===== src/rtl/hkt_pkg.sv =====
// ----------------------------------------------------------------------------
// hkt_pkg
// Shared types, field widths and codes for the held key table.
// ----------------------------------------------------------------------------
`default_nettype none

package hkt_pkg;

  localparam int SLOTS_DEF = 64;

  localparam int REQ_W    = 1;
  localparam int KPART_W  = 4;
  localparam int KEY_W    = 2 * KPART_W;
  localparam int FRAME_W  = 8;
  localparam int HOLD_W   = 16;
  localparam int STATUS_W = 2;
  localparam int TOTAL_W  = 7;
  localparam int ENTRY_W  = KEY_W + FRAME_W + HOLD_W;

  localparam logic [HOLD_W-1:0] HOLD_MAX = '1;

  // request codes
  localparam logic [REQ_W-1:0] REQ_UPDATE = 1'b0;
  localparam logic [REQ_W-1:0] REQ_SWEEP  = 1'b1;

  // result status codes
  localparam logic [STATUS_W-1:0] STAT_UPDATED  = 2'd0;
  localparam logic [STATUS_W-1:0] STAT_INSERTED = 2'd1;
  localparam logic [STATUS_W-1:0] STAT_FULL     = 2'd2;
  localparam logic [STATUS_W-1:0] STAT_SWEPT    = 2'd3;

  typedef enum logic [1:0] {
    ST_IDLE,
    ST_SCAN,
    ST_FINISH
  } hkt_state_t;

  // controller to datapath
  typedef struct packed {
    logic load;
    logic scan;
    logic finish;
  } hkt_cmd_t;

  // datapath to controller
  typedef struct packed {
    logic scan_done;
  } hkt_stat_t;

endpackage

`default_nettype wire


===== src/rtl/hkt_ram.sv =====
// ----------------------------------------------------------------------------
// hkt_ram
// Generic single write port, single read port RAM with registered read.
// ----------------------------------------------------------------------------
`default_nettype none

module hkt_ram #(
  parameter int WIDTH = 32,
  parameter int DEPTH = 64
) (
  input  wire logic                                         clk,
  input  wire logic                                         we,
  input  wire logic [((DEPTH > 1) ? $clog2(DEPTH) : 1)-1:0] waddr,
  input  wire logic [WIDTH-1:0]                             wdata,
  input  wire logic                                         re,
  input  wire logic [((DEPTH > 1) ? $clog2(DEPTH) : 1)-1:0] raddr,
  output logic      [WIDTH-1:0]                             rdata
);

  logic [WIDTH-1:0] mem [DEPTH];

  always_ff @(posedge clk) begin
    if (we) begin
      mem[waddr] <= wdata;
    end
    if (re) begin
      rdata <= mem[raddr];
    end
  end

endmodule

`default_nettype wire


===== src/rtl/hkt_ctrl.sv =====
// ----------------------------------------------------------------------------
// hkt_ctrl
// Sequencer: idle, scan over all slots, finish and report.
// ----------------------------------------------------------------------------
`default_nettype none

module hkt_ctrl (
  input  wire logic               clk,
  input  wire logic               rst_n,
  input  wire logic               start,
  output logic                    busy,
  output hkt_pkg::hkt_cmd_t       cmd,
  input  wire hkt_pkg::hkt_stat_t stat
);

  import hkt_pkg::*;

  hkt_state_t state_r, state_nxt;

  always_ff @(posedge clk) begin
    if (!rst_n) begin
      state_r <= ST_IDLE;
    end else begin
      state_r <= state_nxt;
    end
  end

  always_comb begin
    state_nxt = state_r;
    case (state_r)
      ST_IDLE: begin
        if (start) state_nxt = ST_SCAN;
      end
      ST_SCAN: begin
        if (stat.scan_done) state_nxt = ST_FINISH;
      end
      ST_FINISH: begin
        state_nxt = ST_IDLE;
      end
      default: begin
        state_nxt = ST_IDLE;
      end
    endcase
  end

  always_comb begin
    busy       = 1'b1;
    cmd.load   = 1'b0;
    cmd.scan   = 1'b0;
    cmd.finish = 1'b0;
    case (state_r)
      ST_IDLE: begin
        busy     = 1'b0;
        cmd.load = start;
      end
      ST_SCAN: begin
        cmd.scan = 1'b1;
      end
      ST_FINISH: begin
        cmd.finish = 1'b1;
      end
      default: begin
        busy = 1'b1;
      end
    endcase
  end

endmodule

`default_nettype wire


===== src/rtl/hkt_dp.sv =====
// ----------------------------------------------------------------------------
// hkt_dp
// Datapath: slot memory, valid bits, scan pipeline and result registers.
// ----------------------------------------------------------------------------
`default_nettype none

module hkt_dp #(
  parameter int SLOTS = hkt_pkg::SLOTS_DEF
) (
  input  wire logic                            clk,
  input  wire logic                            rst_n,
  input  wire hkt_pkg::hkt_cmd_t               cmd,
  output hkt_pkg::hkt_stat_t                   stat,
  input  wire logic [hkt_pkg::REQ_W-1:0]       in_req_type,
  input  wire logic [hkt_pkg::KPART_W-1:0]     in_key_row,
  input  wire logic [hkt_pkg::KPART_W-1:0]     in_key_column,
  input  wire logic [hkt_pkg::FRAME_W-1:0]     in_frame_tag,
  output logic                                 out_strobe,
  output logic      [hkt_pkg::STATUS_W-1:0]    out_status,
  output logic      [hkt_pkg::HOLD_W-1:0]      out_hold_count,
  output logic      [hkt_pkg::TOTAL_W-1:0]     out_held_keys,
  output logic      [hkt_pkg::TOTAL_W-1:0]     out_released_keys
);

  import hkt_pkg::*;

  localparam int IDX_W = (SLOTS > 1) ? $clog2(SLOTS) : 1;
  localparam int CNT_W = $clog2(SLOTS + 1);
  localparam logic [CNT_W-1:0] LAST_CNT = CNT_W'(SLOTS);

  // request latch
  logic [REQ_W-1:0]   req_r,   req_nxt;
  logic [KEY_W-1:0]   key_r,   key_nxt;
  logic [FRAME_W-1:0] frame_r, frame_nxt;

  // scan pipeline
  logic [CNT_W-1:0] idx_r, idx_nxt;
  logic             chk_vld_r, chk_vld_nxt;
  logic [IDX_W-1:0] chk_idx_r, chk_idx_nxt;
  logic             issue;

  // search results and totals
  logic              match_r, match_nxt;
  logic [IDX_W-1:0]  match_idx_r, match_idx_nxt;
  logic [HOLD_W-1:0] match_hold_r, match_hold_nxt;
  logic              free_r, free_nxt;
  logic [IDX_W-1:0]  free_idx_r, free_idx_nxt;
  logic [CNT_W-1:0]  held_r, held_nxt;
  logic [CNT_W-1:0]  rel_r, rel_nxt;

  logic [SLOTS-1:0] valid_r, valid_nxt;

  // result registers
  logic                out_strobe_r, out_strobe_nxt;
  logic [STATUS_W-1:0] status_r, status_nxt;
  logic [HOLD_W-1:0]   hold_out_r, hold_out_nxt;
  logic [TOTAL_W-1:0]  held_out_r, held_out_nxt;
  logic [TOTAL_W-1:0]  rel_out_r, rel_out_nxt;

  // memory ports
  logic               we;
  logic [IDX_W-1:0]   waddr;
  logic [ENTRY_W-1:0] wdata;
  logic [ENTRY_W-1:0] rdata;
  logic [KEY_W-1:0]   rd_key;
  logic [FRAME_W-1:0] rd_frame;
  logic [HOLD_W-1:0]  rd_hold;
  logic [HOLD_W-1:0]  hold_inc;
  logic               chk_live;

  hkt_ram #(
    .WIDTH (ENTRY_W),
    .DEPTH (SLOTS)
  ) u_ram (
    .clk   (clk),
    .we    (we),
    .waddr (waddr),
    .wdata (wdata),
    .re    (issue),
    .raddr (idx_r[IDX_W-1:0]),
    .rdata (rdata)
  );

  assign rd_key   = rdata[ENTRY_W-1 -: KEY_W];
  assign rd_frame = rdata[HOLD_W +: FRAME_W];
  assign rd_hold  = rdata[HOLD_W-1:0];
  assign hold_inc = (rd_hold == HOLD_MAX) ? rd_hold : rd_hold + HOLD_W'(1);
  assign chk_live = chk_vld_r && valid_r[chk_idx_r];

  assign issue          = cmd.scan && (idx_r != LAST_CNT);
  assign stat.scan_done = cmd.scan && (idx_r == LAST_CNT) && !chk_vld_r;

  always_comb begin
    req_nxt        = req_r;
    key_nxt        = key_r;
    frame_nxt      = frame_r;
    idx_nxt        = idx_r;
    chk_vld_nxt    = issue;
    chk_idx_nxt    = idx_r[IDX_W-1:0];
    match_nxt      = match_r;
    match_idx_nxt  = match_idx_r;
    match_hold_nxt = match_hold_r;
    free_nxt       = free_r;
    free_idx_nxt   = free_idx_r;
    held_nxt       = held_r;
    rel_nxt        = rel_r;
    valid_nxt      = valid_r;
    we             = 1'b0;
    waddr          = chk_idx_r;
    wdata          = {key_r, frame_r, hold_inc};

    if (cmd.load) begin
      req_nxt   = in_req_type;
      key_nxt   = {in_key_row, in_key_column};
      frame_nxt = in_frame_tag;
      idx_nxt   = '0;
      match_nxt = 1'b0;
      free_nxt  = 1'b0;
      held_nxt  = '0;
      rel_nxt   = '0;
    end

    if (issue) begin
      idx_nxt = idx_r + CNT_W'(1);
    end

    // evaluate the slot read in the previous cycle
    if (chk_vld_r) begin
      if (req_r == REQ_SWEEP) begin
        if (chk_live) begin
          if (rd_frame != frame_r) begin
            valid_nxt[chk_idx_r] = 1'b0;
            rel_nxt              = rel_r + CNT_W'(1);
          end else begin
            we       = 1'b1;
            wdata    = {rd_key, rd_frame, hold_inc};
            held_nxt = held_r + CNT_W'(1);
          end
        end
      end else begin
        if (chk_live && (rd_key == key_r)) begin
          match_nxt      = 1'b1;
          match_idx_nxt  = chk_idx_r;
          match_hold_nxt = rd_hold;
        end
        if (!valid_r[chk_idx_r]) begin
          // ascending scan: the last free slot seen is the highest one
          free_nxt     = 1'b1;
          free_idx_nxt = chk_idx_r;
        end
      end
    end

    // commit the update or insert
    if (cmd.finish && (req_r == REQ_UPDATE)) begin
      if (match_r) begin
        we    = 1'b1;
        waddr = match_idx_r;
        wdata = {key_r, frame_r, match_hold_r};
      end else if (free_r) begin
        we                    = 1'b1;
        waddr                 = free_idx_r;
        wdata                 = {key_r, frame_r, {HOLD_W{1'b0}}};
        valid_nxt[free_idx_r] = 1'b1;
      end
    end
  end

  always_comb begin
    out_strobe_nxt = cmd.finish;
    status_nxt     = status_r;
    hold_out_nxt   = hold_out_r;
    held_out_nxt   = held_out_r;
    rel_out_nxt    = rel_out_r;
    if (cmd.finish) begin
      hold_out_nxt = '0;
      held_out_nxt = '0;
      rel_out_nxt  = '0;
      if (req_r == REQ_SWEEP) begin
        status_nxt   = STAT_SWEPT;
        held_out_nxt = TOTAL_W'(held_r);
        rel_out_nxt  = TOTAL_W'(rel_r);
      end else if (match_r) begin
        status_nxt   = STAT_UPDATED;
        hold_out_nxt = match_hold_r;
      end else if (free_r) begin
        status_nxt = STAT_INSERTED;
      end else begin
        status_nxt = STAT_FULL;
      end
    end
  end

  always_ff @(posedge clk) begin
    if (!rst_n) begin
      valid_r      <= '0;
      chk_vld_r    <= 1'b0;
      out_strobe_r <= 1'b0;
    end else begin
      valid_r      <= valid_nxt;
      chk_vld_r    <= chk_vld_nxt;
      out_strobe_r <= out_strobe_nxt;
    end
  end

  always_ff @(posedge clk) begin
    req_r        <= req_nxt;
    key_r        <= key_nxt;
    frame_r      <= frame_nxt;
    idx_r        <= idx_nxt;
    chk_idx_r    <= chk_idx_nxt;
    match_r      <= match_nxt;
    match_idx_r  <= match_idx_nxt;
    match_hold_r <= match_hold_nxt;
    free_r       <= free_nxt;
    free_idx_r   <= free_idx_nxt;
    held_r       <= held_nxt;
    rel_r        <= rel_nxt;
    status_r     <= status_nxt;
    hold_out_r   <= hold_out_nxt;
    held_out_r   <= held_out_nxt;
    rel_out_r    <= rel_out_nxt;
  end

  assign out_strobe        = out_strobe_r;
  assign out_status        = status_r;
  assign out_hold_count    = hold_out_r;
  assign out_held_keys     = held_out_r;
  assign out_released_keys = rel_out_r;

endmodule

`default_nettype wire


===== src/rtl/held_key_table.sv =====
// ----------------------------------------------------------------------------
// held_key_table
// Fixed table of held keyboard keys: update/insert by matrix position and
// sweep by current scan frame, one result per request.
// ----------------------------------------------------------------------------
//
//  Channel  | Ports                                        | Handshake
//  ---------+----------------------------------------------+-------------------
//  request  | in_req_type, in_key_row, in_key_column,      | start && !busy
//           | in_frame_tag                                 |
//  result   | out_status, out_hold_count, out_held_keys,   | out_strobe, one
//           | out_released_keys                            | cycle, no stall
//
//  Timing: a request runs through a scan that reads the slot memory one
//  entry per cycle, then through the finish state, with busy high in both.
//  busy falls in the cycle the result shows, so the next transaction may
//  start there.
//  Reset: synchronous, active low; empties the table (valid bits cleared at
//  once, no clearing pass) and drops any transaction in flight.
//  Stalls: the receiver cannot hold results off; the sender is held by busy.
// ----------------------------------------------------------------------------
`default_nettype none

module held_key_table #(
  parameter int SLOTS = hkt_pkg::SLOTS_DEF
) (
  input  wire logic                         clk,
  input  wire logic                         rst_n,
  input  wire logic                         start,
  output logic                              busy,
  input  wire logic [hkt_pkg::REQ_W-1:0]    in_req_type,
  input  wire logic [hkt_pkg::KPART_W-1:0]  in_key_row,
  input  wire logic [hkt_pkg::KPART_W-1:0]  in_key_column,
  input  wire logic [hkt_pkg::FRAME_W-1:0]  in_frame_tag,
  output logic                              out_strobe,
  output logic      [hkt_pkg::STATUS_W-1:0] out_status,
  output logic      [hkt_pkg::HOLD_W-1:0]   out_hold_count,
  output logic      [hkt_pkg::TOTAL_W-1:0]  out_held_keys,
  output logic      [hkt_pkg::TOTAL_W-1:0]  out_released_keys
);

  import hkt_pkg::*;

  // Controller and datapath talk only through these two bundles.
  hkt_cmd_t  cmd;
  hkt_stat_t stat;

  // Sequence each transaction: accept, scan every slot, then commit and
  // register the report in the finish cycle.
  hkt_ctrl u_ctrl (
    .clk   (clk),
    .rst_n (rst_n),
    .start (start),
    .busy  (busy),
    .cmd   (cmd),
    .stat  (stat)
  );

  // Hold the slot memory and valid bits; search for the key and the
  // highest free slot during an update scan, free or age entries during a
  // sweep scan, and register the result.
  hkt_dp #(
    .SLOTS (SLOTS)
  ) u_dp (
    .clk               (clk),
    .rst_n             (rst_n),
    .cmd               (cmd),
    .stat              (stat),
    .in_req_type       (in_req_type),
    .in_key_row        (in_key_row),
    .in_key_column     (in_key_column),
    .in_frame_tag      (in_frame_tag),
    .out_strobe        (out_strobe),
    .out_status        (out_status),
    .out_hold_count    (out_hold_count),
    .out_held_keys     (out_held_keys),
    .out_released_keys (out_released_keys)
  );

endmodule

`default_nettype wire


===== config.mk =====
export PLATFORM = sky130hd
export DESIGN_NAME = held_key_table
export DESIGN_NICKNAME = d
export VERILOG_FILES = /design/src/rtl/hkt_pkg.sv /design/src/rtl/hkt_ram.sv /design/src/rtl/hkt_ctrl.sv /design/src/rtl/hkt_dp.sv /design/src/rtl/held_key_table.sv
export SDC_FILE = /design/constraint.sdc
export NUM_CORES = 2
export LEC_CHECK = 0
export BUFFER_PORTS_ARGS = -buffer_cell sky130_fd_sc_hd__buf_4
export CAP_MARGIN = 5
export CORE_MARGIN = 5
export CORE_UTILIZATION = 30
export DETAILED_ROUTE_END_ITERATION = 6
export PLACE_DENSITY = 0.5
export SYNTH_ARGS = -nofsm -noshare
export SYNTH_HDL_FRONTEND = slang
export SYNTH_SLANG_ARGS = --single-unit

===== constraint.sdc =====
create_clock -name clk -period 6.4 [get_ports clk]
set_input_delay 0.64 -clock clk [delete_from_list [all_inputs] [get_ports clk]]
set_output_delay 0.64 -clock clk [all_outputs]
set_load 0.01 [all_outputs]

==> run metrics <==
aggregate global routing overflow=0; family of cells with the greatest summed delay on the critical path=simple AND/OR/NAND/NOR gates; main flop type after synthesis=sky130_fd_sc_hd__edfxtp_1; count of pins on the block boundary=between 50 and 60; root cell of the clock tree=sky130_fd_sc_hd__clkbuf_16; number of global-route vias before repair=slightly above 40000; sequential area share after synthesis=between 70% and 80%; worst path arrival time=5.58 ns; Syn Std Cell Area=roughly 87000 um2; switching fraction of total power=23.7%; Net count, final=about 4000; placeable core region=about 290000 um2; number of enable-type register cells in the synthesized netlist=2164; data required time at the worst endpoint=6.82 ns; cell breakdown of the critical path=o21bai_1 > or2_2 > a222oi_1 > inv_1 > or3_1 > nor2_4; count of cells resized by post-cts repair=0; initial drt markers=3607; pin count of the biggest net entering global routing=88; DRT antenna net count=0; residual DRC count=0; cell types with the largest area share after synthesis=sky130_fd_sc_hd__edfxtp_1 (75%), sky130_fd_sc_hd__mux4_2 (18%), sky130_fd_sc_hd__dfxtp_1 (2.1%), sky130_fd_sc_hd__o311ai_0 (0.65%), sky130_fd_sc_hd__clkbuf_1 (0.60%); net switching power of the design=between 7 and 8 mW; TritonCTS Buffers=between 200 and 250; sum of negative setup slack=0 ns; library cell with the largest summed area after synthesis=sky130_fd_sc_hd__edfxtp_1; standard cell area after detailed placement=a little over 90000 um2; height of the die=~550 um; crit path time final=just over 5 ns; share of total power in combinational logic=about a tenth; Syn-to-layout area delta=15.5%; clock tree from TritonCTS=yes; CTS hold repair buffers=16; CTS Buffer Depth=4; overall via count from detail_route=~40000; Final Routed Wirelength=around 230000 um; maxcap violations=0; area enclosed by the die boundary=300000 um2; worst min-delay path class=primary input to flip-flop; Clock Latency Late Sink=between 0.9 and 1 ns; cell row count=~200; Slew @ Worst Pin=about 1.4 ns; number of synthesized register bits=2254; Int Pwr=around 25 mW; maximum single-stage delay on the critical path=~1.2 ns; number of buffer and inverter stages on the critical path=1; clock-pin slew reported for the worst setup and hold paths after clock tree synthesis=0.06 ns; run status=complete, no violations; final number of setup-violating endpoints=0; Synth top area share=around three quarters; max-slew violation count=0; DR WL/cell=28.5 um; warnings from Yosys=0; Port Buffers=53; sequential cell fraction of total power=roughly half; Leak=29.9 nW; startpoint class of the critical path=flip-flop; Mapped Avg Cell Area=~23 um2; number of different library cells in the post-synthesis netlist=66; Rel. slew slack=~7.8%; Critical Setup Path Class=flip-flop to flip-flop; Peak VDD IR=around 250 uV; post-synthesis net count=approximately 3800; Clk pwr share=39.8%; worst clock skew on the final layout=approximately 0.11 ns; DRT Pass-1 Iters=5; initial cell density of the core=30.1%; first-pass GRT wire length=approximately 320000 um; estimated wirelength of the detail-placed design=roughly 130000 um; CTS HTree Levels=4; endpoint kind of the worst setup timing path=flip-flop; average via count per standard cell=between 5 and 6; slowest CP cell=sky130_fd_sc_hd__a222oi_1; All-Layer GR Usage=around 15%; final standard cell area without fillers=about 100000 um2; clock sink count=2254; final count of hold timing violations=0; max frequency=slightly below 0.2 GHz; power density of the placed cells=332 nW/um2; Post-CTS Setup Repair Bufs=0; number of antenna violations at the first check in global routing=20; unrepaired setup endpoints after global routing=no; async set-reset flop share out of synthesis=0%; largest fanout of any net on the critical path=32; Final Wtd Congestion=~0.8; number of cells produced by synthesis=~3700; fraction of layout instances using a drive strength above 1=between 30% and 40%; width of the die=~550 um; period utilization=between 80% and 90%
[power groups by stage]
| stage | Clock (mW) | Combinational (mW) | Sequential [mW] |
|---|---|---|---|
| after global placement | 0 | 3.42 | 17.0 |
| after global routing | 14.2 | 3.57 | 16.6 |
| after CTS | 13.6 | 3.46 | 16.6 |
| after floorplan | 0 | 1.98 | 16.9 |
| final | 13.3 | 3.37 | 16.6 |
| after detailed placement | 0 | 3.44 | 17.0 |
[synth_stat cells, types with 5 or more instances]
cell	instances
sky130_fd_sc_hd__edfxtp_1	2164
sky130_fd_sc_hd__mux2i_1	12
sky130_fd_sc_hd__a221o_1	5
sky130_fd_sc_hd__ha_1	5
sky130_fd_sc_hd__buf_2	38
sky130_fd_sc_hd__and3_1	6
sky130_fd_sc_hd__dfxtp_1	90
sky130_fd_sc_hd__nor2_1	94
sky130_fd_sc_hd__clkbuf_1	138
sky130_fd_sc_hd__mux2_2	11
sky130_fd_sc_hd__nand3b_1	9
sky130_fd_sc_hd__nand4_1	17
sky130_fd_sc_hd__o211ai_2	8
sky130_fd_sc_hd__nand3_1	33
sky130_fd_sc_hd__a211o_1	5
sky130_fd_sc_hd__nor3_1	5
sky130_fd_sc_hd__o21ai_0	81
sky130_fd_sc_hd__buf_1	24
sky130_fd_sc_hd__or3b_2	6
sky130_fd_sc_hd__and2_1	39
sky130_fd_sc_hd__inv_1	16
sky130_fd_sc_hd__xnor2_1	20
sky130_fd_sc_hd__nand2_1	44
sky130_fd_sc_hd__a21oi_1	12
sky130_fd_sc_hd__o311ai_0	64
sky130_fd_sc_hd__mux4_2	674
sky130_fd_sc_hd__xor2_1	12
sky130_fd_sc_hd__nor2b_1	13
sky130_fd_sc_hd__a22o_1	10
sky130_fd_sc_hd__nand2b_1	7
[layout by cell type, fill, tap and decap left out, types with 11 or more instances in the layout]
cell type / instances
sky130_fd_sc_hd__nand4_1: 17
sky130_fd_sc_hd__xor2_1: 12
sky130_fd_sc_hd__mux2_2: 11
sky130_fd_sc_hd__nor2b_1: 13
sky130_fd_sc_hd__buf_12: 18
sky130_fd_sc_hd__o311ai_0: 64
sky130_fd_sc_hd__bufinv_16: 22
sky130_fd_sc_hd__nor2_4: 64
sky130_fd_sc_hd__clkinv_2: 43
sky130_fd_sc_hd__clkbuf_16: 236
sky130_fd_sc_hd__mux4_2: 674
sky130_fd_sc_hd__buf_4: 144
sky130_fd_sc_hd__and2_1: 39
sky130_fd_sc_hd__dfxtp_1: 90
sky130_fd_sc_hd__nor2_1: 29
sky130_fd_sc_hd__inv_1: 14
sky130_fd_sc_hd__clkinv_1: 56
sky130_fd_sc_hd__edfxtp_1: 2164
sky130_fd_sc_hd__mux2i_1: 12
sky130_fd_sc_hd__nand2_1: 44
sky130_fd_sc_hd__xnor2_1: 20
sky130_fd_sc_hd__clkbuf_1: 37
sky130_fd_sc_hd__nand3_1: 33
sky130_fd_sc_hd__dlygate4sd3_1: 16
sky130_fd_sc_hd__o21ai_0: 75
sky130_fd_sc_hd__a21oi_1: 12
[area by class of cell]
cell class              count  area, um2
fillers                 26433     188000
inverters                  16       60.1
flip-flops and latches   2254      66800
well taps                3781       4730
clock buffers             273       6040
diodes                      6       15.0
multi-input cells        1251      19600
repair buffers            178       1600
clock inverters           138       1290
[cell families (layout without fill, tap and decap cells)]
kind of cell | after synthesis | after routing | share of synthesized area, %
AO/OA/AOI/OAI | 223 | 223 | 1.89
XOR/XNOR | 32 | 32 | 0.324
adder cells (fa/ha/maj) | 5 | 5 | 0.0722
buffers and inverters | 224 | 605 | 1.08
flip-flops | 2254 | 2254 | 77.1
multiplexers | 700 | 700 | 17.8
other | 0 | 6 | 0
AND/OR/NAND/NOR | 291 | 291 | 1.71
[sequential cells by signal, summed over array words and instances, names as in the netlist, 8 cells and up]
register,cells
u_dp.out_hold_count,16
u_dp.frame_r,8
u_dp.match_hold_r,16
u_dp.key_r,8
u_dp.u_ram.rdata,32
u_dp.valid_r,64
u_dp.u_ram.mem,2048
[metal layers]
metal / GRT usage (%) / up-vias / part of all wire (%)
li1: - / 16487 / -
met1: 21.7 / 22027 / 46
met2: 23.3 / 1207 / 47
met3: 2.49 / 246 / 5.5
met4: 2.43 / 0 / 1.5
met5: 0 / - / 0
[through the flow]
stage	worst slack, ns	utilization, %	power (mW)	hold WS, ns	cells
final	1.24	34.8	33.3	0.0719	7897
after global routing	1.06	34.8	34.4	0.0165	7893
after CTS	1.29	34.8	33.7	0.00609	7891
after detailed placement	1.32	32.2	20.4	0.480	7464
after global placement	1.45	32.2	20.4	0.460	7463
after floorplan	1.42	-	18.9	0.346	3729
[path summary, 6_finish.rpt]
path	from	end	slack (ns)	cells past startpoint
max	u_dp.req_r	u_dp.u_ram.mem[7][14]	1.24	6
min	in_frame_tag[3]	u_dp.frame_r[3]	0.07	1
max reg2reg	u_dp.req_r	u_dp.u_ram.mem[7][14]	1.24	6
min reg2reg	u_dp.held_r[6]	u_dp.held_r[6]	0.49	2
Power figures use the tool's default switching activity.
